--- config.mk ---
export PLATFORM = sky130hd
export DESIGN_NAME = weighted_jaccard_pair_similarity_flat
export DESIGN_NICKNAME = d
export VERILOG_FILES = /design/src/rtl/core/wjps_pkg.sv /design/src/rtl/core/wjps_if.sv /design/src/rtl/core/wjps_ctrl.sv /design/src/rtl/core/wjps_dp.sv /design/src/rtl/core/weighted_jaccard_pair_similarity.sv /design/src/flat_wrapper.sv
export SDC_FILE = /design/constraint.sdc
export NUM_CORES = 1
export LEC_CHECK = 0
export BUFFER_PORTS_ARGS = -buffer_cell sky130_fd_sc_hd__buf_2
export CORE_ASPECT_RATIO = 0.8
export CORE_MARGIN = 5
export CORE_UTILIZATION = 58
export CTS_BUF_LIST = sky130_fd_sc_hd__clkbuf_16
export CTS_CLUSTER_SIZE = 16
export DETAILED_ROUTE_END_ITERATION = 8
export PLACE_DENSITY = 0.8
export REMOVE_ABC_BUFFERS = 1
export SETUP_SLACK_MARGIN = 0.5
export SKIP_LAST_GASP = 1
export SYNTH_ARGS = -nofsm -noshare
export SYNTH_HDL_FRONTEND = slang
export SYNTH_SLANG_ARGS = --single-unit
--- constraint.sdc ---
create_clock -name i_clk -period 4.07 [get_ports i_clk]
set_input_delay 0.2035 -clock i_clk [delete_from_list [all_inputs] [get_ports i_clk]]
set_output_delay 0.2035 -clock i_clk [all_outputs]
set_load 0.01 [all_outputs]
--- src/rtl/core/wjps_pkg.sv ---
// wjps_pkg: shared constants and controller/datapath command types
// for the weighted jaccard pair similarity block; no dependencies
package wjps_pkg;

    // default configuration of the block
    localparam int MAX_ROWS_DEF  = 256;
    localparam int FRAC_BITS_DEF = 15;

    // fixed field widths
    localparam int VAL_W     = 16;
    localparam int OUT_CNT_W = 9;
    localparam int SIM_W     = 16;

    localparam logic [SIM_W-1:0] SIM_MAX = {SIM_W{1'b1}};

    // controller to datapath commands
    typedef struct packed {
        logic accept;   // row transfer this cycle
        logic step;     // one divider iteration
        logic load;     // move quotient into output register
    } t_dp_cmd;

    // datapath to controller status
    typedef struct packed {
        logic out_free; // output register empty or being drained
    } t_dp_stat;

endpackage

--- src/rtl/core/wjps_if.sv ---
// wjps_row_if / wjps_res_if: valid/ready channels of the block
// depends on wjps_pkg for field widths
interface wjps_row_if;
    logic                          valid;
    logic                          ready;
    logic [wjps_pkg::VAL_W-1:0]    value_a;
    logic [wjps_pkg::VAL_W-1:0]    value_b;
    logic                          last_row;

    modport source (output valid, value_a, value_b, last_row, input ready);
    modport sink   (input valid, value_a, value_b, last_row, output ready);
endinterface

interface wjps_res_if;
    logic                            valid;
    logic                            ready;
    logic [wjps_pkg::OUT_CNT_W-1:0]  match_total;
    logic [wjps_pkg::OUT_CNT_W-1:0]  union_total;
    logic [wjps_pkg::SIM_W-1:0]      similarity;
    logic                            divide_by_zero;

    modport source (output valid, match_total, union_total, similarity, divide_by_zero,
                    input ready);
    modport sink   (input valid, match_total, union_total, similarity, divide_by_zero,
                    output ready);
endinterface

--- src/rtl/core/wjps_ctrl.sv ---
// wjps_ctrl: sequencer for row accumulation, divider iterations and result load
// depends on wjps_pkg (command and status structs)
module wjps_ctrl #(
    parameter int NUM_W = 24
) (
    input  logic                i_clk,
    input  logic                i_rst_n,
    input  logic                i_row_valid,
    input  logic                i_row_last,
    input  wjps_pkg::t_dp_stat  i_stat,
    output logic                o_row_ready,
    output wjps_pkg::t_dp_cmd   o_cmd
);

    localparam int ITER_W = $clog2(NUM_W);
    localparam logic [ITER_W-1:0] ITER_LAST = ITER_W'(NUM_W - 1);

    localparam logic [1:0] S_ACCUM = 2'd0;
    localparam logic [1:0] S_DIV   = 2'd1;
    localparam logic [1:0] S_DONE  = 2'd2;

    logic [1:0]        r_state, n_state;
    logic [ITER_W-1:0] r_iter,  n_iter;
    logic              accept;

    assign accept = i_row_valid && o_row_ready;

    always_comb begin
        n_state     = r_state;
        n_iter      = r_iter;
        o_row_ready = 1'b0;
        o_cmd       = '0;
        unique case (r_state)
            S_ACCUM: begin
                // no row transfer while reset is held
                o_row_ready  = i_rst_n;
                o_cmd.accept = accept;
                if (accept && i_row_last) begin
                    n_state = S_DIV;
                    n_iter  = ITER_LAST;
                end
            end
            S_DIV: begin
                o_cmd.step = 1'b1;
                if (r_iter == '0) begin
                    n_state = S_DONE;
                end else begin
                    n_iter = r_iter - 1'b1;
                end
            end
            S_DONE: begin
                o_cmd.load = i_stat.out_free;
                if (i_stat.out_free) begin
                    n_state = S_ACCUM;
                end
            end
            default: begin
                n_state = S_ACCUM;
            end
        endcase
    end

    always_ff @(posedge i_clk) begin
        if (!i_rst_n) begin
            r_state <= S_ACCUM;
            r_iter  <= '0;
        end else begin
            r_state <= n_state;
            r_iter  <= n_iter;
        end
    end

endmodule

--- src/rtl/core/wjps_dp.sv ---
// wjps_dp: saturating match/union counters, restoring divider, output register
// depends on wjps_pkg (widths, command and status structs)
module wjps_dp #(
    parameter int MAX_ROWS  = wjps_pkg::MAX_ROWS_DEF,
    parameter int FRAC_BITS = wjps_pkg::FRAC_BITS_DEF
) (
    input  logic                             i_clk,
    input  logic                             i_rst_n,
    input  wjps_pkg::t_dp_cmd                i_cmd,
    input  logic [wjps_pkg::VAL_W-1:0]       i_value_a,
    input  logic [wjps_pkg::VAL_W-1:0]       i_value_b,
    input  logic                             i_last_row,
    input  logic                             i_out_ready,
    output wjps_pkg::t_dp_stat               o_stat,
    output logic                             o_out_valid,
    output logic [wjps_pkg::OUT_CNT_W-1:0]   o_match_total,
    output logic [wjps_pkg::OUT_CNT_W-1:0]   o_union_total,
    output logic [wjps_pkg::SIM_W-1:0]       o_similarity,
    output logic                             o_divide_by_zero
);

    localparam int CNT_W = $clog2(MAX_ROWS + 1);
    localparam int NUM_W = CNT_W + FRAC_BITS;
    localparam int OCW   = wjps_pkg::OUT_CNT_W;
    localparam int SW    = wjps_pkg::SIM_W;
    localparam logic [CNT_W:0] MAX_EXT = (CNT_W+1)'(MAX_ROWS);

    logic [CNT_W-1:0] r_match, r_union;
    logic [CNT_W-1:0] r_div_match, r_div_union;
    logic [CNT_W-1:0] r_rem;
    logic [NUM_W-1:0] r_quo;
    logic             r_out_valid;

    logic             eq;
    logic [CNT_W:0]   inc, match_sum, union_sum;
    logic [CNT_W-1:0] match_fin, union_fin;
    logic [CNT_W:0]   shifted;
    logic [CNT_W+1:0] trial;
    logic             ge;
    logic [NUM_W+SW-1:0] quo_ext;
    logic [CNT_W+OCW-1:0] match_ext, union_ext;
    logic [SW-1:0]    sim_sat;

    // saturating counter update for this row
    always_comb begin
        eq = (i_value_a == i_value_b);
        if (eq) begin
            inc = (CNT_W+1)'(1);
        end else begin
            inc = (CNT_W+1)'(i_value_a != '0) + (CNT_W+1)'(i_value_b != '0);
        end
        match_sum = {1'b0, r_match} + (CNT_W+1)'(eq);
        union_sum = {1'b0, r_union} + inc;
        match_fin = (match_sum > MAX_EXT) ? MAX_EXT[CNT_W-1:0] : match_sum[CNT_W-1:0];
        union_fin = (union_sum > MAX_EXT) ? MAX_EXT[CNT_W-1:0] : union_sum[CNT_W-1:0];
    end

    // one restoring division step
    always_comb begin
        shifted = {r_rem, r_quo[NUM_W-1]};
        trial   = {1'b0, shifted} - {2'b00, r_div_union};
        ge      = !trial[CNT_W+1];
    end

    always_comb begin
        quo_ext   = {{SW{1'b0}}, r_quo};
        sim_sat   = (|quo_ext[NUM_W+SW-1:SW]) ? wjps_pkg::SIM_MAX : quo_ext[SW-1:0];
        match_ext = {{OCW{1'b0}}, r_div_match};
        union_ext = {{OCW{1'b0}}, r_div_union};
    end

    assign o_stat.out_free = !r_out_valid || i_out_ready;
    assign o_out_valid     = r_out_valid;

    always_ff @(posedge i_clk) begin
        if (!i_rst_n) begin
            r_match     <= '0;
            r_union     <= '0;
            r_out_valid <= 1'b0;
        end else begin
            if (i_cmd.accept) begin
                if (i_last_row) begin
                    r_match <= '0;
                    r_union <= '0;
                end else begin
                    r_match <= match_fin;
                    r_union <= union_fin;
                end
            end
            if (i_cmd.load) begin
                r_out_valid <= 1'b1;
            end else if (i_out_ready) begin
                r_out_valid <= 1'b0;
            end
        end
    end

    // divider operands and output payload
    always_ff @(posedge i_clk) begin
        if (i_cmd.accept && i_last_row) begin
            r_div_match <= match_fin;
            r_div_union <= union_fin;
            r_rem       <= '0;
            r_quo       <= {match_fin, {FRAC_BITS{1'b0}}};
        end else if (i_cmd.step) begin
            r_rem <= ge ? trial[CNT_W-1:0] : shifted[CNT_W-1:0];
            r_quo <= {r_quo[NUM_W-2:0], ge};
        end
        if (i_cmd.load) begin
            o_match_total    <= match_ext[OCW-1:0];
            o_union_total    <= union_ext[OCW-1:0];
            o_divide_by_zero <= (r_div_union == '0);
            o_similarity     <= (r_div_union == '0) ? '0 : sim_sat;
        end
    end

endmodule

--- src/rtl/core/weighted_jaccard_pair_similarity.sv ---
// weighted_jaccard_pair_similarity: top level, joins controller and datapath
// depends on wjps_pkg, wjps_row_if, wjps_res_if, wjps_ctrl, wjps_dp
//
// Rows of a column pair arrive one per cycle on i_row while i_row.ready is
// high, each a value from both columns and a last-row flag. Equal values
// (zeros included) add one to both the match and the union count; unequal
// values add one to the union count per nonzero value; both counts saturate
// at MAX_ROWS. The last row is counted, the counters clear, and a restoring
// divider forms floor(match * 2^FRAC_BITS / union) one quotient bit per
// cycle. While the bit-serial divider runs and the result is loaded,
// i_row.ready stays low. The result sits in an output register on o_res, so
// rows of the next pair keep flowing while it waits to be taken; after a
// second last row, i_row.ready stays low until the first result transfers.
// similarity saturates at 65535, counts are given in 9 bits, and a zero
// union gives similarity 0 with divide_by_zero set.
module weighted_jaccard_pair_similarity #(
    parameter int MAX_ROWS  = wjps_pkg::MAX_ROWS_DEF,
    parameter int FRAC_BITS = wjps_pkg::FRAC_BITS_DEF
) (
    input  logic        i_clk,
    input  logic        i_rst_n,
    wjps_row_if.sink    i_row,
    wjps_res_if.source  o_res
);

    localparam int CNT_W = $clog2(MAX_ROWS + 1);
    localparam int NUM_W = CNT_W + FRAC_BITS;

    wjps_pkg::t_dp_cmd  cmd;
    wjps_pkg::t_dp_stat stat;
    logic               row_ready;

    // row channel ready comes from the sequencer
    assign i_row.ready = row_ready;

    wjps_ctrl #(
        .NUM_W (NUM_W)
    ) u_ctrl (
        .i_clk       (i_clk),
        .i_rst_n     (i_rst_n),
        .i_row_valid (i_row.valid),
        .i_row_last  (i_row.last_row),
        .i_stat      (stat),
        .o_row_ready (row_ready),
        .o_cmd       (cmd)
    );

    // counters, divider and result register
    wjps_dp #(
        .MAX_ROWS  (MAX_ROWS),
        .FRAC_BITS (FRAC_BITS)
    ) u_dp (
        .i_clk            (i_clk),
        .i_rst_n          (i_rst_n),
        .i_cmd            (cmd),
        .i_value_a        (i_row.value_a),
        .i_value_b        (i_row.value_b),
        .i_last_row       (i_row.last_row),
        .i_out_ready      (o_res.ready),
        .o_stat           (stat),
        .o_out_valid      (o_res.valid),
        .o_match_total    (o_res.match_total),
        .o_union_total    (o_res.union_total),
        .o_similarity     (o_res.similarity),
        .o_divide_by_zero (o_res.divide_by_zero)
    );

endmodule

--- src/flat_wrapper.sv ---
// flat-port wrapper written by rule: the top's interface ports become plain ports
module weighted_jaccard_pair_similarity_flat 
#(
    parameter int MAX_ROWS  = wjps_pkg::MAX_ROWS_DEF,
    parameter int FRAC_BITS = wjps_pkg::FRAC_BITS_DEF
)
  (i_clk, i_rst_n, i_row_valid, i_row_value_a, i_row_value_b, i_row_last_row, i_row_ready, o_res_valid, o_res_match_total, o_res_union_total, o_res_similarity, o_res_divide_by_zero, o_res_ready);
  wjps_row_if i_row_i ();
  wjps_res_if o_res_i ();
  input  logic i_clk;
  input  logic i_rst_n;
  input wire logic [$bits(i_row_i.valid)-1:0] i_row_valid;
  input wire logic [$bits(i_row_i.value_a)-1:0] i_row_value_a;
  input wire logic [$bits(i_row_i.value_b)-1:0] i_row_value_b;
  input wire logic [$bits(i_row_i.last_row)-1:0] i_row_last_row;
  output wire logic [$bits(i_row_i.ready)-1:0] i_row_ready;
  output wire logic [$bits(o_res_i.valid)-1:0] o_res_valid;
  output wire logic [$bits(o_res_i.match_total)-1:0] o_res_match_total;
  output wire logic [$bits(o_res_i.union_total)-1:0] o_res_union_total;
  output wire logic [$bits(o_res_i.similarity)-1:0] o_res_similarity;
  output wire logic [$bits(o_res_i.divide_by_zero)-1:0] o_res_divide_by_zero;
  input wire logic [$bits(o_res_i.ready)-1:0] o_res_ready;
  assign i_row_i.valid = i_row_valid;
  assign i_row_i.value_a = i_row_value_a;
  assign i_row_i.value_b = i_row_value_b;
  assign i_row_i.last_row = i_row_last_row;
  assign i_row_ready = i_row_i.ready;
  assign o_res_valid = o_res_i.valid;
  assign o_res_match_total = o_res_i.match_total;
  assign o_res_union_total = o_res_i.union_total;
  assign o_res_similarity = o_res_i.similarity;
  assign o_res_divide_by_zero = o_res_i.divide_by_zero;
  assign o_res_i.ready = o_res_ready;
  weighted_jaccard_pair_similarity #(.MAX_ROWS(MAX_ROWS), .FRAC_BITS(FRAC_BITS)) u_core (.i_clk(i_clk), .i_rst_n(i_rst_n), .i_row(i_row_i), .o_res(o_res_i));
endmodule
==> results of run 1 <==
per-layer routing:
layer  share of wire (%)  vias up
li1                    -     2080
met1                  44     1971
met2                  48      136
met3                 6.7       12
met4                0.98        0
met5                   0        -
stage by stage:
step	instance area (µm²)	total power, W	std cells
floorplan	5360	0.001620	520
global placement	5902	0.001709	711
detailed placement	5902	0.001738	711
CTS	6211	0.002619	727
global route	6235	0.002736	727
finish	6235	0.002617	727
layout by cell type (no fill, tap or decap), drive strengths merged, types with 8 or more instances in the layout:
master and count:
xor2 22, xnor2 13, nand2b 9, or3 8
clkbuf 9, inv 25, nor3 12, dfxtp 50
nand2 72, o21ai 28, nand4 8, a21oi 13
ha 16, buf 76, nor2 67, nand3 9
edfxtp 62, nor4 17
final cells by class:
type | instances | area [µm²] | share of cell area, %
sequential | 112 | 2863 | 45.92
timing repair buffer | 76 | 387.9 | 6.221
multi-input combinational | 385 | 2445 | 39.21
tap | 115 | 143.9 | 2.308
clock inverter | 7 | 83.83 | 1.345
clock buffer | 9 | 225.2 | 3.612
inverter | 23 | 86.33 | 1.385
where the power goes:
part / internal [W] / switching [W]
sequential: 0.00126 / 0.0000490
combinational: 0.000184 / 0.000236
clock: 0.000442 / 0.000452
total: 0.00188 / 0.000737
timing repair:
item / CTS / global route
gates resized for setup: 0 / 5
setup endpoints to repair: 0 / 2
hold endpoints to repair: 0 / 0
how the worst max path moves through the flow:
stage	start	end	slack (ns)	cells past startpoint
floorplan	i_row_value_a[3]	u_core.u_dp.r_union[3]$_SDFFE_PN0P_	0.77	14
global placement	i_row_value_a[3]	u_core.u_dp.r_union[3]$_SDFFE_PN0P_	0.44	15
detailed placement	i_row_value_b[11]	u_core.u_dp.r_union[3]$_SDFFE_PN0P_	0.30	15
CTS	i_row_value_b[11]	u_core.u_dp.r_union[3]$_SDFFE_PN0P_	0.64	15
global route	i_row_value_b[3]	u_core.u_dp.r_union[3]$_SDFFE_PN0P_	0.47	15
finish	i_row_value_b[3]	u_core.u_dp.r_union[3]$_SDFFE_PN0P_	0.64	15
logic make-up after synthesis:
logic type	count (synthesis)	share of synthesized area, %
compound gates	97	12.36
xor+xnor	35	5.711
fa+ha+maj	18	4.369
buf+inv	52	4.095
flops	112	52.06
mux	9	1.684
simple gates	226	19.73
synth_stat cells, types with 6 or more instances:
cell type	n	area, µm²
nand2_1	72	270.3
nor2_1	67	251.5
edfxtp_1	62	1862
dfxtp_1	50	1001
o21ai_0	28	140.1
inv_1	22	82.58
xor2_1	22	192.7
clkbuf_1	17	63.81
nor4_1	17	106.4
ha_1	16	200.2
a21oi_1	13	65.06
nor3_1	12	60.06
xnor2_1	12	105.1
nand2b_1	9	56.30
nand3_1	9	45.04
nand4_1	8	50.05
buf_2	7	35.03
mux2i_1	7	70.07
nor2b_1	7	43.79
a22o_1	6	52.55
o21a_1	6	45.04
or3_1	6	37.54
worst max-delay path, delay by kind of cell:
kind	cells	cell delay, ns
fa+ha+maj	3	0.89
compound gates	2	0.37
buf+inv	2	0.17
xor+xnor	1	0.18
simple gates	7	1.89
==> flow_metrics.tcl, run 1 <==
set metrics [dict create \
    gp_congestion 0.9433 \
    drtIter0Drc 395 \
    max-cap-violations 0 \
    grtUsageTotal_pct 19.95 \
    reg2reg_setup_slack_ns 1.01 \
    vias_per_cell 5.776 \
    min_period_over_period_pct 84.19 \
    worst_slack_ns 0.6435 \
    slowest_delay_ns 0.45 \
    hold_class "in -> reg" \
    criticalPathCategory "in -> reg" \
    outcome "finished, final reports clean" \
    ir_worst_vdd_v 0.0002033 \
    drtAntennaViolNets 0 \
    grtUsageMet1_pct 27.40 \
    grt_antenna_before_repair 0 \
    hpwl_um 8121 \
    cts_buffer_depth 2 \
    grt_max_degree 37 \
    hold_ws_ns 0.1670 \
    finalWirelength_um 11540 \
    fp.dieW_um 118.9 \
    grt_use_met2_pct 32.36 \
    clk_pin_slew_worst_paths_ns 0.08 \
    grtUsageMet3_pct 4.657 \
    cts_root_buf "clkbuf_16" \
    worst_pin_slew_ns 1.020 \
    setup_viol 0 \
    synth-edff-count 62 \
    end_kind "register" \
    largest_reg_flops 24 \
    grt_pass1_wl_um 19170 \
    port_buffers 73 \
    ys_seq_elements 112 \
    final_core_util_pct 68.11 \
    crit_path_top_delay_cell "or3_4" \
    clkLatencyLatePin_ns 0.35 \
    cp-start-kind "input port" \
    cts_max_level 3 \
    async_flop_share_pct 0 \
    num_io_pins 74 \
    tritoncts "yes" \
    cellPowerDensity_nw_per_um2 419.8 \
    ys_types 71 \
    hold-path-cell-count 3 \
    rsz0062_at_grt "false" \
    r2r-start "u_core.u_dp.r_div_union[0]$_DFFE_PP_" \
    top_usage_layer "met2" \
    tns_ns 0 \
    hold_buffers 0 \
    synth_area_um2 5499 \
    slew_viol_final 0 \
    clock-sinks 112 \
    cts_buffers 9 \
    syn_avg_cell_area_um2 10.02 \
    hold_violations 0 \
    die_h_um 97.09 \
    syn_inst 549 \
    yosys_warnings 0 \
    globalRoute.totalOverflow 0 \
    worst_clock_skew_ns 0.006836 \
    path_cells "buf_2 > nor4_1 > nand4_1 > ha_1 > nand2b_1 > ha_1 > inv_1 > fa_1 > nand3b_2 > nor2_2 > xnor2_2 > a41oi_2 > or3_4 > or3b_1 > a21oi_1" \
    drive_above_1_share_pct 18.95 \
    max_clock_freq_mhz 291.8 \
    regMostFlops "u_core.u_dp.r_quo" \
    syn2layout_area_growth_pct 13.38 \
    rr_worst_depth 9 \
    cp_common_cell "ha_1" \
    worstPathRequired_ns 4.34 \
    antenna_cells 0 \
    worstPathArrival_ns 3.70 \
    postCtsSetupBuffers 0 \
    initial_core_util_pct 60.07 \
    coreArea_um2 9154 \
    leakage_nw 2.369 \
    min_to "u_core.u_ctrl.r_state[0]$_SDFFE_PN0P_" \
    finalCriticalPeriod_ns 3.426 \
    post-place-ws_ns 0.2961 \
    yosysSeqAreaShare_pct 52.06 \
    dr_total_vias 4199 \
    first_pass_iters 5 \
    rows 31 \
    nFillCells 687 \
    timing.rr.end "u_core.u_dp.r_rem[2]$_SDFFE_PP0P_" \
    nets 662 \
    crit_fanout 6 \
    wire_per_inst_um 15.87 \
    synth_top_flop_cell "edfxtp_1" \
    drc 0 \
    first_global_vias 3998 \
    relSlewSlack_pct 31.87 \
    hp-start "i_rst_n" \
    top_regs "u_core.u_dp.r_quo (24), u_core.u_dp.o_similarity (16)" \
    design.die.area_um2 11540 \
]
Power figures use the tool's default switching activity.
==> run 2, diff against run 1 <==
--- a/config.mk
+++ b/config.mk
@@ -5,6 +5,7 @@
 export SDC_FILE = /design/constraint.sdc
 export NUM_CORES = 1
 export LEC_CHECK = 0
+export ABC_AREA = 1
 export BUFFER_PORTS_ARGS = -buffer_cell sky130_fd_sc_hd__buf_2
 export CORE_ASPECT_RATIO = 0.8
 export CORE_MARGIN = 5
==> constraint.sdc (replaced) <==
create_clock -name i_clk -period 3.2 [get_ports i_clk]
set_input_delay 0.16 -clock i_clk [delete_from_list [all_inputs] [get_ports i_clk]]
set_output_delay 0.16 -clock i_clk [all_outputs]
set_load 0.01 [all_outputs]
==> run 2 against run 1 <==
Compared with the run above:
- first-iteration DRC count is 12% lower
- register-to-register slack worse by 0.13 ns
- global-route usage increased by 0.99 points
- combinational power increased by 42%
- critical path depth grew 7
- area after synthesis fell by 1.5%
- non-clock buffer count up 12
- largest power group unchanged
==> flow_metrics.tcl, run 2 <==
set metrics [dict create \
    grt_use_met2_pct 36.10 \
    relSlewSlack_pct 48.12 \
    synth-edff-count 62 \
    rows 31 \
    cts_buffer_depth 2 \
    worstPathRequired_ns 3.49 \
    leakage_nw 2.806 \
    rsz0062_at_grt "true" \
    max-cap-violations 0 \
    wire_per_inst_um 14.73 \
    slew_viol_final 0 \
    cellPowerDensity_nw_per_um2 519.2 \
    worst_pin_slew_ns 0.7773 \
    first_pass_iters 5 \
    globalRoute.totalOverflow 0 \
    largest_reg_flops 24 \
    synth_area_um2 5419 \
    cts_buffers 9 \
    layout_commonest_cell "nand2_1" \
    gp_congestion 0.8871 \
    dr_total_vias 4531 \
    num_io_pins 74 \
    cp-start-kind "input port" \
    coreArea_um2 9076 \
    max_clock_freq_mhz 369.2 \
    hp-start "i_rst_n" \
    ys_seq_elements 112 \
    port_buffers 73 \
    die_h_um 96.46 \
    tritoncts "yes" \
    grtUsageMet1_pct 26.71 \
    drive_above_1_share_pct 22.11 \
    syn2layout_area_growth_pct 19.00 \
    cts_root_buf "clkbuf_16" \
    finalCriticalPeriod_ns 2.708 \
    drtAntennaViolNets 0 \
    regMostFlops "u_core.u_dp.r_quo" \
    criticalPathCategory "in -> reg" \
    design.die.area_um2 11390 \
    worst_clock_skew_ns 0.007498 \
    crit_fanout 7 \
    antenna_cells 0 \
    grtUsageTotal_pct 20.94 \
    fin_cells 825 \
    grt_pass1_wl_um 19380 \
    first_global_vias 4191 \
    grt_antenna_before_repair 0 \
    yosys-top-cells-count "nand2_1, inv_1, edfxtp_1" \
    worstPathArrival_ns 3.00 \
    yosysSeqAreaShare_pct 52.83 \
    synth_top_flop_cell "edfxtp_1" \
    vias_per_cell 5.492 \
    placed_area_um2 5907 \
    hold-path-cell-count 2 \
    hold_class "in -> reg" \
    syn_avg_cell_area_um2 8.740 \
    timing.rr.end "u_core.u_dp.r_rem[7]$_SDFFE_PP0P_" \
    syn_inst 620 \
    outcome "finished, final reports clean" \
    reg2reg_setup_slack_ns 0.88 \
    setup_viol 0 \
    grt_max_degree 32 \
    finalWirelength_um 12150 \
    rr_worst_depth 10 \
    yosys_warnings 0 \
    final_cell_mix "nand2_1, inv_1, buf_2" \
    end_kind "register" \
    yosysTopAreaCell "edfxtp_1" \
    ys_types 39 \
    fp.dieW_um 118.1 \
    top_regs "u_core.u_dp.r_quo (24), u_core.u_dp.o_similarity (16)" \
    r2r-start "u_core.u_dp.r_div_union[3]$_DFFE_PP_" \
    synth_top_area_share_pct 34.36 \
    hpwl_um 8593 \
    clk_pin_slew_worst_paths_ns 0.07 \
    min_to "u_core.u_dp.o_out_valid$_SDFFE_PN0P_" \
    grtUsageMet3_pct 5.297 \
    clock-sinks 112 \
    hold_violations 0 \
    top_usage_layer "met2" \
    ir_worst_vdd_v 0.0003632 \
    initial_core_util_pct 59.70 \
    min_period_over_period_pct 84.63 \
    drtIter0Drc 349 \
    synth.most_common_cell "nand2_1" \
    drc 0 \
    clkLatencyLatePin_ns 0.35 \
    synth_top_cells_by_area "edfxtp_1, dfxtp_1, nand2_1" \
    cts_max_level 3 \
    numPlacedInstances 799 \
    async_flop_share_pct 0 \
    final_core_util_pct 71.05 \
    fin_area_um2 6449 \
    nets 760 \
]
run 2: changes by cell type after synthesis, sizes merged, moves of 8 or more:
| cell | before | now |
|---|---|---|
| nand2b | 9 | 0 |
| nand3 | 9 | 36 |
| o21ai | 28 | 41 |
| clkbuf | 19 | 7 |
| a22oi | 6 | 15 |
| or3 | 8 | 0 |
| nand2 | 72 | 131 |
| inv | 22 | 106 |
| xor2 | 22 | 7 |
| nand4 | 8 | 17 |
| a21oi | 13 | 38 |
| nor2 | 67 | 33 |
run 2: layout make-up:
type	instances	area [µm²]
sequential	112	2863
fill	709	2628
clock inverter	7	46.29
timing repair buffer	88	518.0
inverter	107	411.6
clock buffer	9	225.2
tap	115	143.9
multi-input combinational	387	2241
run 2: what timing repair did:
| action | CTS | global route |
|---|---|---|
| buffers inserted | 0 | 9 |
| cloned | 0 | 1 |
| pin swaps | 0 | 22 |
| endpoints found under the setup margin | 17 | 36 |
| resized for setup | 2 | 63 |
| hold buffers | 0 | 0 |
run 2: stage by stage:
stage / setup slack [ns] / TNS [ns] / hold slack, ns / total power (W)
4_1_cts: 0.5287 / 0 / 0.07258 / 0.003338
6_report: 0.4917 / 0 / 0.07645 / 0.003348
2_1_floorplan: -0.1014 / -3.547 / 0.2777 / 0.002146
3_3_place_gp: 0.1284 / 0 / 0.4096 / 0.002283
5_1_grt: 0.3159 / 0 / 0.08594 / 0.003524
3_5_place_dp: 0.04614 / 0 / 0.4074 / 0.002312
run 2: how the worst max path moves through the flow:
| stage | from | endpoint | slack, ns | cells past startpoint |
|---|---|---|---|---|
| final | i_row_value_b[9] | u_core.u_dp.r_union[3]$_SDFFE_PN0P_ | 0.49 | 22 |
| after global routing | i_row_value_a[7] | u_core.u_dp.r_union[3]$_SDFFE_PN0P_ | 0.32 | 24 |
| after CTS | i_row_value_b[13] | u_core.u_dp.r_union[1]$_SDFFE_PN0P_ | 0.53 | 22 |
| after detailed placement | i_row_value_b[13] | u_core.u_dp.r_union[1]$_SDFFE_PN0P_ | 0.05 | 22 |
| after global placement | i_row_value_b[13] | u_core.u_dp.r_div_union[5]$_DFFE_PP_ | 0.13 | 20 |
| after floorplan | u_core.u_dp.o_out_valid$_SDFFE_PN0P_ | u_core.u_dp.o_divide_by_zero$_DFFE_PP_ | -0.10 | 3 |
run 2: power by group:
| part | total, W | internal, W | switching [W] |
|---|---|---|---|
| combinational | 0.000597 | 0.000229 | 0.000368 |
| sequential | 0.00171 | 0.00163 | 0.0000806 |
| clock | 0.00104 | 0.000528 | 0.000512 |
run 2: cell families (layout without fill, tap and decap cells):
group,Yosys count,count (layout),synth area share [%]
AOI/OAI and AO/OA,108,108,11.31
xor gates and xnor gates,14,14,2.263
adders and majority gates,18,18,4.433
buffers and inverters,122,211,8.728
DFF,112,112,52.83
and+or+nand+nor,246,247,20.43
run 2: per-layer routing:
layer  up-vias  share of wire, %
li1       2245                 -
met5         -                 0
met3        11               5.8
met4         0              0.91
met2       153                49
met1      2122                44
run 2: worst max-delay path, stage by stage:
cell	delay (ns)
buf_2	0.12
or2_4	0.24
a21oi_2	0.16
nand3_2	0.10
nor4_4	0.23
inv_1	0.08
nand2_1	0.09
ha_2	0.20
inv_2	0.05
fa_2	0.42
inv_2	0.09
nand2_4	0.06
nor2_4	0.15
inv_2	0.05
nand2_2	0.06
inv_2	0.04
nor2_1	0.09
nand3_1	0.10
nand2_2	0.12
buf_6	0.13
nand4_1	0.10
a21oi_2	0.16
